**config.mk**
```make
export PLATFORM = sky130hd
export DESIGN_NAME = bdq_ctrl
export DESIGN_NICKNAME = d
export VERILOG_FILES = /design/src/rtl/bdq_pkg.sv /design/src/rtl/bdq_ctrl.sv
export SDC_FILE = /design/constraint.sdc
export NUM_CORES = 1
export LEC_CHECK = 0
export BUFFER_PORTS_ARGS = -buffer_cell sky130_fd_sc_hd__buf_2
export CORE_AREA = 2 2 39 41
export DETAILED_ROUTE_END_ITERATION = 8
export DIE_AREA = 0 0 41 43
export SLEW_MARGIN = 30
export SYNTH_ARGS = -nofsm -noshare
export SYNTH_HDL_FRONTEND = slang
export SYNTH_SLANG_ARGS = --single-unit
```
**constraint.sdc**
```tcl
create_clock -name clock -period 1.1 [get_ports clock]
set_input_delay 0.22 -clock clock [delete_from_list [all_inputs] [get_ports clock]]
set_output_delay 0.22 -clock clock [all_outputs]
set_load 0.05 [all_outputs]
```
**src/rtl/bdq_pkg.sv**
```systemverilog
// Shared types and constants of the bounded double-ended queue.
// Used by the controller, the datapath and the top level; no dependencies.
package bdq_pkg;

   // Width of the capacity register and of the command field
   localparam int CAP_W = 11;
   localparam int CMD_W = 3;

   // Defaults of the top-level parameters
   localparam int DEPTH_DEF      = 1024;
   localparam int DATA_WIDTH_DEF = 32;

   // Capacity after reset
   localparam logic [CAP_W-1:0] CAP_RESET = 11'd1024;

   // Command codes; codes above QUERY mean nothing and are refused
   typedef enum logic [CMD_W-1:0] {
      CMD_PUSH_FRONT = 3'd0,
      CMD_PUSH_BACK  = 3'd1,
      CMD_POP_FRONT  = 3'd2,
      CMD_POP_BACK   = 3'd3,
      CMD_QUERY      = 3'd4
   } cmd_type;

   // Commands from the controller to the datapath
   typedef struct packed {
      logic exec;   // accept the request beat and update the pointers
      logic load;   // capture the result into the response register
   } ctl_cmd_type;

endpackage

```
**src/rtl/bdq_ctrl.sv**
```systemverilog
// Sequencer of the bounded double-ended queue: request and response handshakes.
// Depends on bdq_pkg.
module bdq_ctrl
   import bdq_pkg::*;
(
   input  logic        clock,
   input  logic        reset,
   input  logic        req_valid,
   output logic        req_ready,
   output logic        rsp_valid,
   input  logic        rsp_ready,
   output ctl_cmd_type ctl_cmd
);

   typedef enum logic [2:0] {
      ST_IDLE = 3'b001,
      ST_READ = 3'b010,
      ST_LOAD = 3'b100
   } state_type;

   state_type state_ff, state_in;
   logic      rsp_valid_ff, rsp_valid_in;
   logic      out_free;

   // The response register is free when empty or being drained this cycle
   assign out_free = !rsp_valid_ff || rsp_ready;

   // Advance through update, memory read and result capture
   always_comb begin
      state_in     = state_ff;
      ctl_cmd.exec = 1'b0;
      ctl_cmd.load = 1'b0;
      req_ready    = 1'b0;
      unique case (state_ff)
         ST_IDLE: begin
            req_ready = 1'b1;
            if (req_valid) begin
               ctl_cmd.exec = 1'b1;
               state_in     = ST_READ;
            end
         end
         ST_READ: begin
            state_in = ST_LOAD;
         end
         ST_LOAD: begin
            if (out_free) begin
               ctl_cmd.load = 1'b1;
               state_in     = ST_IDLE;
            end
         end
         default: begin
            state_in = ST_IDLE;
         end
      endcase
   end

   // Hold the response valid until the beat is taken
   always_comb begin
      rsp_valid_in = rsp_valid_ff;
      if (ctl_cmd.load) begin
         rsp_valid_in = 1'b1;
      end else if (rsp_ready) begin
         rsp_valid_in = 1'b0;
      end
   end

   always_ff @(posedge clock) begin
      if (reset) begin
         state_ff     <= ST_IDLE;
         rsp_valid_ff <= 1'b0;
      end else begin
         state_ff     <= state_in;
         rsp_valid_ff <= rsp_valid_in;
      end
   end

   assign rsp_valid = rsp_valid_ff;

endmodule

```
# After elaboration in Yosys (flattened, before gate mapping)
# Index checks and enable logic that the tools add are counted.
[totals]
wordCells = 21
ff_bits = 4
output_inout_bits = 4
[classes]
reduce_logical = 4
n_eq_ne = 5
n_mux = 10
[op_table]
columns = ["cell", "count"]
rows = [
  ["case mux 3 bit (3 select lines)", 1],
  ["2-to-1 mux 1 bit", 7],
  ["2-to-1 mux 3 bit", 2],
  ["!= test 2 bit (second input constant)", 2],
  ["equality test 3 x 1 -> 1 bit (second input constant)", 1],
  ["equality test 3 x 2 -> 1 bit (second input constant)", 1],
  ["equality test 3 bit (second input constant)", 1],
  ["AND reduction 2 bit", 1],
  ["nonzero test 2 bit", 1],
  ["logical NOT 1 bit", 1],
  ["logical OR 1 bit", 1],
]

# Depth between registers and ports, before layout
# Gate-level depths: netlist of the first run.
[logic_depth]
depth_word = 5
depth_mapped = 4
ltp_nobuf = 3

# Least setup slack after synthesis of the first run
# Ideal clock, no wire load.
[synth_path]
kind = "flip-flop to output port"
startpoint = "reg state_ff[2]"
endpoint = "out ctl_cmd[1] (netlist bit)"
arrival_time_ns = 1.596
path_buffers = 0
stages_incl_launch_ff = 4
required_time_ns = 0.880
path_slack_ns = -0.716
cell_sequence = "dfxtp_1 nor3b_2 nand2_1 inv_1"
[synth_lines]
columns = ["element", "line_no", "rtl"]
rows = [
  ["from (decl)", "bdq_ctrl.sv:21", "state_type state_ff, state_in;"],
  ["from (signal assigned)", "bdq_ctrl.sv:72", "state_ff <= state_in;"],
  ["to (decl)", "bdq_ctrl.sv:12", "output ctl_cmd_type ctl_cmd"],
]

==> results.cfg, run 1 <==
[worst_setup_path]
reg2reg_to = state_ff[0]
endpoint_kind = primary output
ff2ff_path_depth = 5
max_stage_delay_ns = 0.33
crit_start = state_ff[1]
crit_fanout = 4
worst-path-buf-inv = 2
critPathLaunchType = flop
critical_path.top_delay_family = flip-flops
critical-path-slowest-cell = dfxtp_2
crit_cells = 4
required_ns = 0.88
worstSetupEndpoint = ctl_cmd[1]
reg2reg_from = state_ff[1]
arrival_ns = 1.09
crit_type = flop to primary output
crit_chain = nor3b_4 -> nand2_2 -> clkinvlp_4 -> buf_8
r2r_setup_slack_ns = -0.10

[timing]
slew_headroom_pct = 83.8
worstMarginPinSlew_ns = 0.245
finalSetupViolCount = 4
timing.fmax_mhz = 764
finalCritPeriodShare_pct = 119
finalHoldViolCount = 0
drv_slew = 0
fin_worst_skew_ns = 0.00431
timing.final.ws_setup_ns = -0.209
grt_setup_unrepaired = true
period_needed_ns = 1.31

[finish]
nFillCells = 171
stdcell_area_sq_um = 352
antennaDiodeCount = 0
final_util_pct = 25.4
drive_above_1_share_pct = 63.2
num-nets-final = 43
syn2layout_area_growth_pct = 92.5
fin_cells = 54

[logic_synthesis]
ys_seq_area_share_pct = 43.8
synthesis.area_sq_um = 183
synth_cells = 21
syn_avg_cell_area_sq_um = 8.70
synth_fp_nets = 25
ys.warnings.count = 0
synth-seq-cells = 4
yosysUniqueCellTypes = 14

[worst_hold_path]
hp-class = primary input to flop
hp-start = reset

[clock_network]
clkSinkCount = 4
cts_htree_levels = 1
clkLatencyLatePin_ns = 0.24
cts_tree = yes
clock_path_buffers = 2
root_buffer = clkbuf_4
clkTransAtPathRegs_ns = 0.04
cts_made_buffers = 3

[detailed_routing]
drt-vias-per-instance = 3.57
vias = 193
ant_nets = 0
post-route-drc-count = 0
wl_um = 400
wire_per_inst_um = 7.41
first_iter_violations = 0
dr.pass1.iters = 1

[power_and_ir_drop]
switchingPower_uw = 127
clockPowerShare_pct = 42.2
power.density_nw_per_um2 = 1350
cellLeakagePower_nw = 0.152
vdd.ir_drop.worst_uv = 399
pwr-share-comb_pct = 25.0
netSwitchingFraction_pct = 26.7
internal_power_uw = 349
seq_power_share_pct = 32.8

[floorplan]
start_util_pct = 13.2
core_area_sq_um = 1380
die-area_sq_um = 1760
die_w_um = 41
ios = 8
die_h_um = 43
num_rows = 14

[placement]
portBuffers = 7
hpwl_um = 330
dpl_cell_area_sq_um = 288
place_inst = 48
routabilityCongestion = 0.654

[global_route]
grt_pass1_vias = 197
overflow = 0
grt_pass1_wl_um = 655
track_usage_pct = 6.21
antenna_found_initial = 0
grt_max_degree = 5

[run]
max_cap_viol_count = 0

[status]
failed_checks = setup timing
status = complete, but fails checks
==> stage by stage <==
| step | setup WS (ns) | total power, mW | TNS [ns] | hold WS [ns] |
|---|---|---|---|---|
| after floorplan | -0.377 | 0.214 | -0.708 | 0.283 |
| after global placement | -0.0605 | 0.247 | -0.0614 | 0.421 |
| after detailed placement | -0.0596 | 0.248 | -0.0620 | 0.430 |
| after CTS | -0.224 | 0.483 | -0.596 | 0.180 |
| after global routing | -0.262 | 0.508 | -0.878 | 0.192 |
| final | -0.209 | 0.476 | -0.656 | 0.192 |
==> kinds of logic after synthesis <==
kind of cell    count (synthesis)  synth area share (%)
compound gates                  2                  7.53
buf+inv                         2                  6.16
flops                           4                  43.8
mux                             1                  5.48
simple gates                   12                  37.0
==> per-layer routing <==
layer | vias to the layer above | part of all wire, % | global-route usage [%]
met3 | 0 | 6.0 | 4.71
met2 | 4 | 51 | 8.44
met5 | - | 0 | 0
met1 | 86 | 43 | 5.43
met4 | 0 | 0 | 6.00
li1 | 103 | - | -
==> cells in the mapped netlist, drive strengths merged <==
cell type	n	area (sq um)
a21oi	1	5.00
inv	1	3.75
nor2	4	15.0
nand3	1	5.00
nand2	2	7.51
or3b	1	8.76
mux2i	1	10.0
a31o	1	8.76
nor2b	1	6.26
nor3	1	5.00
buf	1	7.51
nor3b	2	20.0
dfxtp	4	80.1
==> worst min-delay path by stage <==
stage | to | cells after the start
2_1_floorplan | rsp_valid | 1
3_3_place_gp | state_ff[1] | 2
3_5_place_dp | state_ff[1] | 2
4_1_cts | rsp_valid | 2
5_1_grt | state_ff[2] | 2
6_report | rsp_valid | 2
==> placed cells by master (no fill, tap or decap), drive strengths merged <==
cell / n
nor2b: 1
nand2: 2
mux2i: 1
a21oi: 1
a31o: 1
or3b: 1
nor3b: 2
clkbuf: 4
nor3: 1
dfxtp: 4
buf: 14
nor2: 4
clkinvlp: 1
nand3: 1
==> state kept, by name (all words and copies together) (netlist names) <==
signal / count
rsp_valid: 1
state_ff: 3
==> layout make-up <==
type                    count  area (sq um)  area share, %
multi-input cells          15           100           28.5
clock buffers               4          26.3           7.47
well taps                  16          20.0           5.69
flip-flops and latches      4          87.6           24.9
inverters                   1          7.51           2.14
repair buffers             14           110           31.3
==> power groups by stage <==
| stage | logic, mW | clock network [mW] | registers [mW] |
|---|---|---|---|
| 2_1_floorplan | 0.0545 | 0 | 0.159 |
| 3_5_place_dp | 0.0897 | 0 | 0.159 |
| 3_3_place_gp | 0.0894 | 0 | 0.158 |
| 4_1_cts | 0.115 | 0.212 | 0.156 |
| 5_1_grt | 0.126 | 0.225 | 0.157 |
| 6_report | 0.119 | 0.201 | 0.156 |
==> repair_timing <==
item | 4_1_cts | 5_1_grt
pin swaps | 1 | 1
hold buffers | 0 | 0
setup buffers | 1 | 1
resized for setup | 7 | 0
setup endpoints to repair | 4 | 4
gates cloned | 0 | 0
No activity file was read; power rests on OpenSTA's default activity.
==> run 2: changes to the inputs <==
==> constraint.sdc (replaced) <==
create_clock -name clock -period 1.3 [get_ports clock]
set_input_delay 0.26 -clock clock [delete_from_list [all_inputs] [get_ports clock]]
set_output_delay 0.26 -clock clock [all_outputs]
set_load 0.05 [all_outputs]
==> run 2 against run 1 <==
Against the previous run:
- the flow still finishes with violations (setup timing)
- clock power shrank 25%
- worst hold slack better by 0.045 ns
- sequential power down 14%
- global-route usage about the same
- setup slack improved by 0.17 ns
- first-iteration DRC count increased by 4
- sequential share of layout area is 3.5 points higher
- die area stayed put
- wire length is 2.0% lower
- highest routed layer unchanged
==> results.cfg, run 2 (synthesis gave the netlist of run 1 again) <==
[worst_setup_path]
endpoint_kind = primary output
crit_chain = nor3b_4 -> nand2_2 -> clkinvlp_4 -> buf_8
arrival_ns = 1.08
reg2reg_to = state_ff[0]
crit_fanout = 2
r2r_setup_slack_ns = 0.06
critical-path-slowest-cell = dfxtp_4
max_stage_delay_ns = 0.34
crit_type = flop to primary output
reg2reg_from = state_ff[2]
critPathLaunchType = flop
ff2ff_path_depth = 4
required_ns = 1.04

[finish]
largest-register = state_ff
num-nets-final = 39
antennaDiodeCount = 0
fin_cells = 49
final_cell_mix = buf_2, nor2_1, clkbuf_4, buf_4
regArea_sq_um = 90.1
multiInputGateArea_sq_um = 103
drive_above_1_share_pct = 63.6
final_common_cell = buf_2
syn2layout_area_growth_pct = 73.3
largest_reg_flops = 3
nFillCells = 159

[worst_hold_path]
hp-start = reset
hold_end = state_ff[1]
hp-class = primary input to flop
min_delay_path_depth = 2

[detailed_routing]
ant_nets = 0
first_iter_violations = 4
post-route-drc-count = 0
wire_per_inst_um = 8.00
dr.pass1.iters = 2
wl_um = 392
vias = 181
drt-vias-per-instance = 3.69

[global_route]
grt_pass1_wl_um = 662
overflow = 0
grt_pass1_vias = 172
track_usage_pct = 6.22
antenna_found_initial = 0
grt_max_degree = 6

[timing]
period_needed_ns = 1.34
timing.final.ws_setup_ns = -0.0428
finalHoldViolCount = 0
fin_worst_skew_ns = 0.00198
hold-worst-slack_ns = 0.237
finalSetupViolCount = 3
drv_slew = 0
finalCritPeriodShare_pct = 103
timing.fmax_mhz = 745
worstMarginPinSlew_ns = 0.247
slew_headroom_pct = 83.6
grt_setup_unrepaired = true

[clock_network]
cts_tree = yes
clock_path_buffers = 2
cts_made_buffers = 3
clkSinkCount = 4
root_buffer = clkbuf_4
clkLatencyLatePin_ns = 0.23
clkTransAtPathRegs_ns = 0.04
cts_htree_levels = 1

[power_and_ir_drop]
vdd.ir_drop.worst_uv = 297
total_power_uw = 357
cellLeakagePower_nw = 0.129
power.density_nw_per_um2 = 1130

[run]
max_cap_viol_count = 0

[floorplan]
ios = 8
die_w_um = 41
core_area_sq_um = 1380
start_util_pct = 13.2
die_h_um = 43
num_rows = 14
die-area_sq_um = 1760

[status]
status = complete, but fails checks
failed_checks = setup timing

[placement]
portBuffers = 7
place_inst = 43
post-place-ws_ns = 0.0771
routabilityCongestion = 0.601
hpwl_um = 277
-- run 2: cell count changes in the layout (fill, tap and decap cells not counted) --
cell	before	now
buf_8	2	1
nor2_1	4	3
dfxtp_4	1	2
buf_4	8	3
clkbuf_1	1	0
buf_2	4	5
buf_6	0	1
nor2_2	0	1
dfxtp_2	3	2
-- run 2: metal layers --
metal	up-vias	global-route usage, %	wire, um	part of all wire, %
li1	95	-	-	-
met1	80	5.79	159	41
met2	6	8.13	200	51
met3	0	3.14	32	8.2
met4	0	8.00	0	0
met5	-	0	0	0
-- run 2: worst max path at each step --
stage,from,to
floorplan,state_ff[1],ctl_cmd[1]
global placement,state_ff[1],ctl_cmd[1]
detailed placement,state_ff[1],ctl_cmd[1]
CTS,state_ff[2],ctl_cmd[1]
global route,state_ff[1],ctl_cmd[0]
finish,state_ff[2],ctl_cmd[1]
-- run 2: worst max-delay path: cells and delay by family, from the launching register on --
kind / cells / cell delay [ns]
simple gates: 2 / 0.30
buf+inv: 2 / 0.21
flops: 1 / 0.34
-- run 2: area by class of cell --
type	count	area share, %
Sequential cell	4	28.5
Inverter	1	2.37
Tap cell	16	6.32
Multi-Input combinational cell	15	32.4
Clock buffer	3	7.11
Timing Repair Buffer	10	23.3
-- run 2: what timing repair did --
action / CTS / global route
endpoints found under the setup margin: 3 / 4
pin swaps: 2 / 2
hold buffers: 0 / 0
setup buffers: 3 / 0
cloned: 0 / 0
gates resized for setup: 7 / 1
hold endpoints to repair: 0 / 0
-- run 2: per-stage QoR --
step	util (%)	TNS [ns]	instance area, sq um
floorplan	-	-0.255	200
global placement	17.9	0	248
detailed placement	17.9	0	248
CTS	22.7	-0.122	314
global route	22.9	-0.248	317
finish	22.9	-0.0843	317
-- run 2: report_power, final --
| group | switching [mW] | leakage, nW | total, mW | internal [mW] |
|---|---|---|---|---|
| Sequential | 0.00681 | 0.0344 | 0.134 | 0.127 |
| Clock | 0.0473 | 0.0138 | 0.150 | 0.103 |
| Combinational | 0.0427 | 0.0806 | 0.0731 | 0.0304 |
==> run 3: changes to the inputs <==
--- a/config.mk
+++ b/config.mk
@@ -5,11 +5,12 @@
 export SDC_FILE = /design/constraint.sdc
 export NUM_CORES = 1
 export LEC_CHECK = 0
-export BUFFER_PORTS_ARGS = -buffer_cell sky130_fd_sc_hd__buf_2
+export BUFFER_PORTS_ARGS = -buffer_cell sky130_fd_sc_hd__buf_4
 export CORE_AREA = 2 2 39 41
 export DETAILED_ROUTE_END_ITERATION = 8
 export DIE_AREA = 0 0 41 43
-export SLEW_MARGIN = 30
+export RECOVER_POWER = 100
+export SLEW_MARGIN = 20
 export SYNTH_ARGS = -nofsm -noshare
 export SYNTH_HDL_FRONTEND = slang
 export SYNTH_SLANG_ARGS = --single-unit
==> run 3 against run 2 <==
Against the previous run:
- the flow still finishes with violations (setup timing)
- register-to-register slack gained 0.06 ns
- clock power is essentially flat
- setup slack gained 0.00096 ns
- die area is the same
- wire length shrank 8.4%
- critical endpoint unchanged
- highest routed layer unchanged
==> results.cfg, run 3 (synthesis gave the netlist of run 1 again) <==
[status]
status = complete, but fails checks
failed_checks = setup timing

[timing]
period_needed_ns = 1.34
grt_setup_unrepaired = true
finalSetupViolCount = 2
finalHoldViolCount = 0
slew_headroom_pct = 81.8
drv_slew = 0
fin_worst_skew_ns = 0.000419
hold-worst-slack_ns = 0.212
worstMarginPinSlew_ns = 0.274
timing.fmax_mhz = 745
finalCritPeriodShare_pct = 103
timing.final.ws_setup_ns = -0.0418

[floorplan]
core_area_sq_um = 1380
die-area_sq_um = 1760
start_util_pct = 13.2
die_h_um = 43
num_rows = 14
die_w_um = 41
ios = 8

[clock_network]
clkLatencyLatePin_ns = 0.23
clkSinkCount = 4
clkTransAtPathRegs_ns = 0.04
hold_buffers = 0
clock_path_buffers = 2
root_buffer = clkbuf_4
cts_tree = yes
cts_made_buffers = 3
cts_htree_levels = 1

[detailed_routing]
wl_um = 359
first_iter_violations = 3
wire_per_inst_um = 7.48
drt-vias-per-instance = 3.73
dr.pass1.iters = 2
ant_nets = 0
post-route-drc-count = 0
vias = 179

[power_and_ir_drop]
total_power_uw = 359
cellLeakagePower_nw = 0.125
power.density_nw_per_um2 = 1150
vdd.ir_drop.worst_uv = 285

[worst_setup_path]
max_stage_delay_ns = 0.34
reg2reg_from = state_ff[2]
crit_fanout = 2
critical-path-slowest-cell = dfxtp_4
crit_cells = 4
required_ns = 1.04
worstSetupEndpoint = ctl_cmd[1]
reg2reg_to = state_ff[0]
worst-path-buf-inv = 2
crit_start = state_ff[2]
critical_path.top_delay_family = flip-flops
crit_chain = nor3b_4 -> nand2_2 -> clkinvlp_4 -> buf_8
critPathLaunchType = flop
r2r_setup_slack_ns = 0.12
ff2ff_path_depth = 3
arrival_ns = 1.08
crit_type = flop to primary output
endpoint_kind = primary output

[finish]
largest-register = state_ff
syn2layout_area_growth_pct = 70.5
antennaDiodeCount = 0
final_cell_mix = buf_4, nor2_1, clkbuf_4
num-nets-final = 38
drive_above_1_share_pct = 59.4
largest_reg_flops = 3
final_common_cell = buf_4

[global_route]
grt_pass1_wl_um = 614
track_usage_pct = 5.82
overflow = 0
grt_max_degree = 6
antenna_found_initial = 0
grt_pass1_vias = 175

[placement]
routabilityCongestion = 0.583
hpwl_um = 286
portBuffers = 7

[run]
max_cap_viol_count = 0

[worst_hold_path]
hp-class = primary input to flop
==> run 3: power breakdown <==
group / switching, mW / leakage [nW] / internal [mW] / total [mW]
sequential: 0.00661 / 0.0335 / 0.128 / 0.134
combinational: 0.0422 / 0.0773 / 0.0345 / 0.0767
clock: 0.0456 / 0.0138 / 0.103 / 0.149
==> run 3: how the worst min path moves through the flow <==
stage,slack (ns),cells after the start,to,from
2_1_floorplan,0.32,1,rsp_valid,reset
3_3_place_gp,0.42,1,state_ff[2],state_ff[0]
3_5_place_dp,0.42,1,state_ff[2],state_ff[0]
4_1_cts,0.21,2,rsp_valid,reset
5_1_grt,0.23,2,state_ff[1],reset
6_report,0.21,2,state_ff[1],reset
==> run 3: worst register-to-register path: cells and delay by family (launching register included) <==
family                 cells  cell delay [ns]
and+or+nand+nor            1             0.37
AOI/OAI and AO/OA          1             0.21
buffers and inverters      1             0.15
DFF                        1             0.34
==> run 3: repair_timing <==
item / in CTS / in global routing
resized for setup: 4 / 0
gates cloned: 0 / 0
endpoints found under the hold margin: 0 / 0
buffers inserted: 2 / 0
endpoints found under the setup margin: 2 / 3
pin swaps: 2 / 0
==> run 3: metal layers <==
metal / GRT usage (%) / vias to the layer above / wire length (um)
met1: 5.79 / 80 / 149
met3: 3.14 / 0 / 36
met5: 0 / - / 0
met4: 8.00 / 0 / 0
li1: - / 93 / -
met2: 6.88 / 6 / 173
==> run 3: layout make-up <==
class	count	area, sq um
Inverter	1	7.51
Clock buffer	3	22.5
Tap cell	16	20.0
Multi-Input combinational cell	15	103
Fill cell	149	1070
Sequential cell	4	86.3
Timing Repair Buffer	9	72.6
==> run 3: through the flow <==
step / setup WS (ns) / instance area, sq um / instances / setup TNS (ns) / util, %
6_report: -0.0418 / 312 / 48 / -0.0576 / 22.5
5_1_grt: -0.122 / 312 / 48 / -0.239 / 22.5
3_5_place_dp: 0.134 / 265 / 43 / 0 / 19.2
2_1_floorplan: -0.217 / 200 / 21 / -0.255 / -
4_1_cts: -0.0600 / 315 / 48 / -0.0884 / 22.8
3_3_place_gp: 0.138 / 265 / 43 / 0 / 19.2
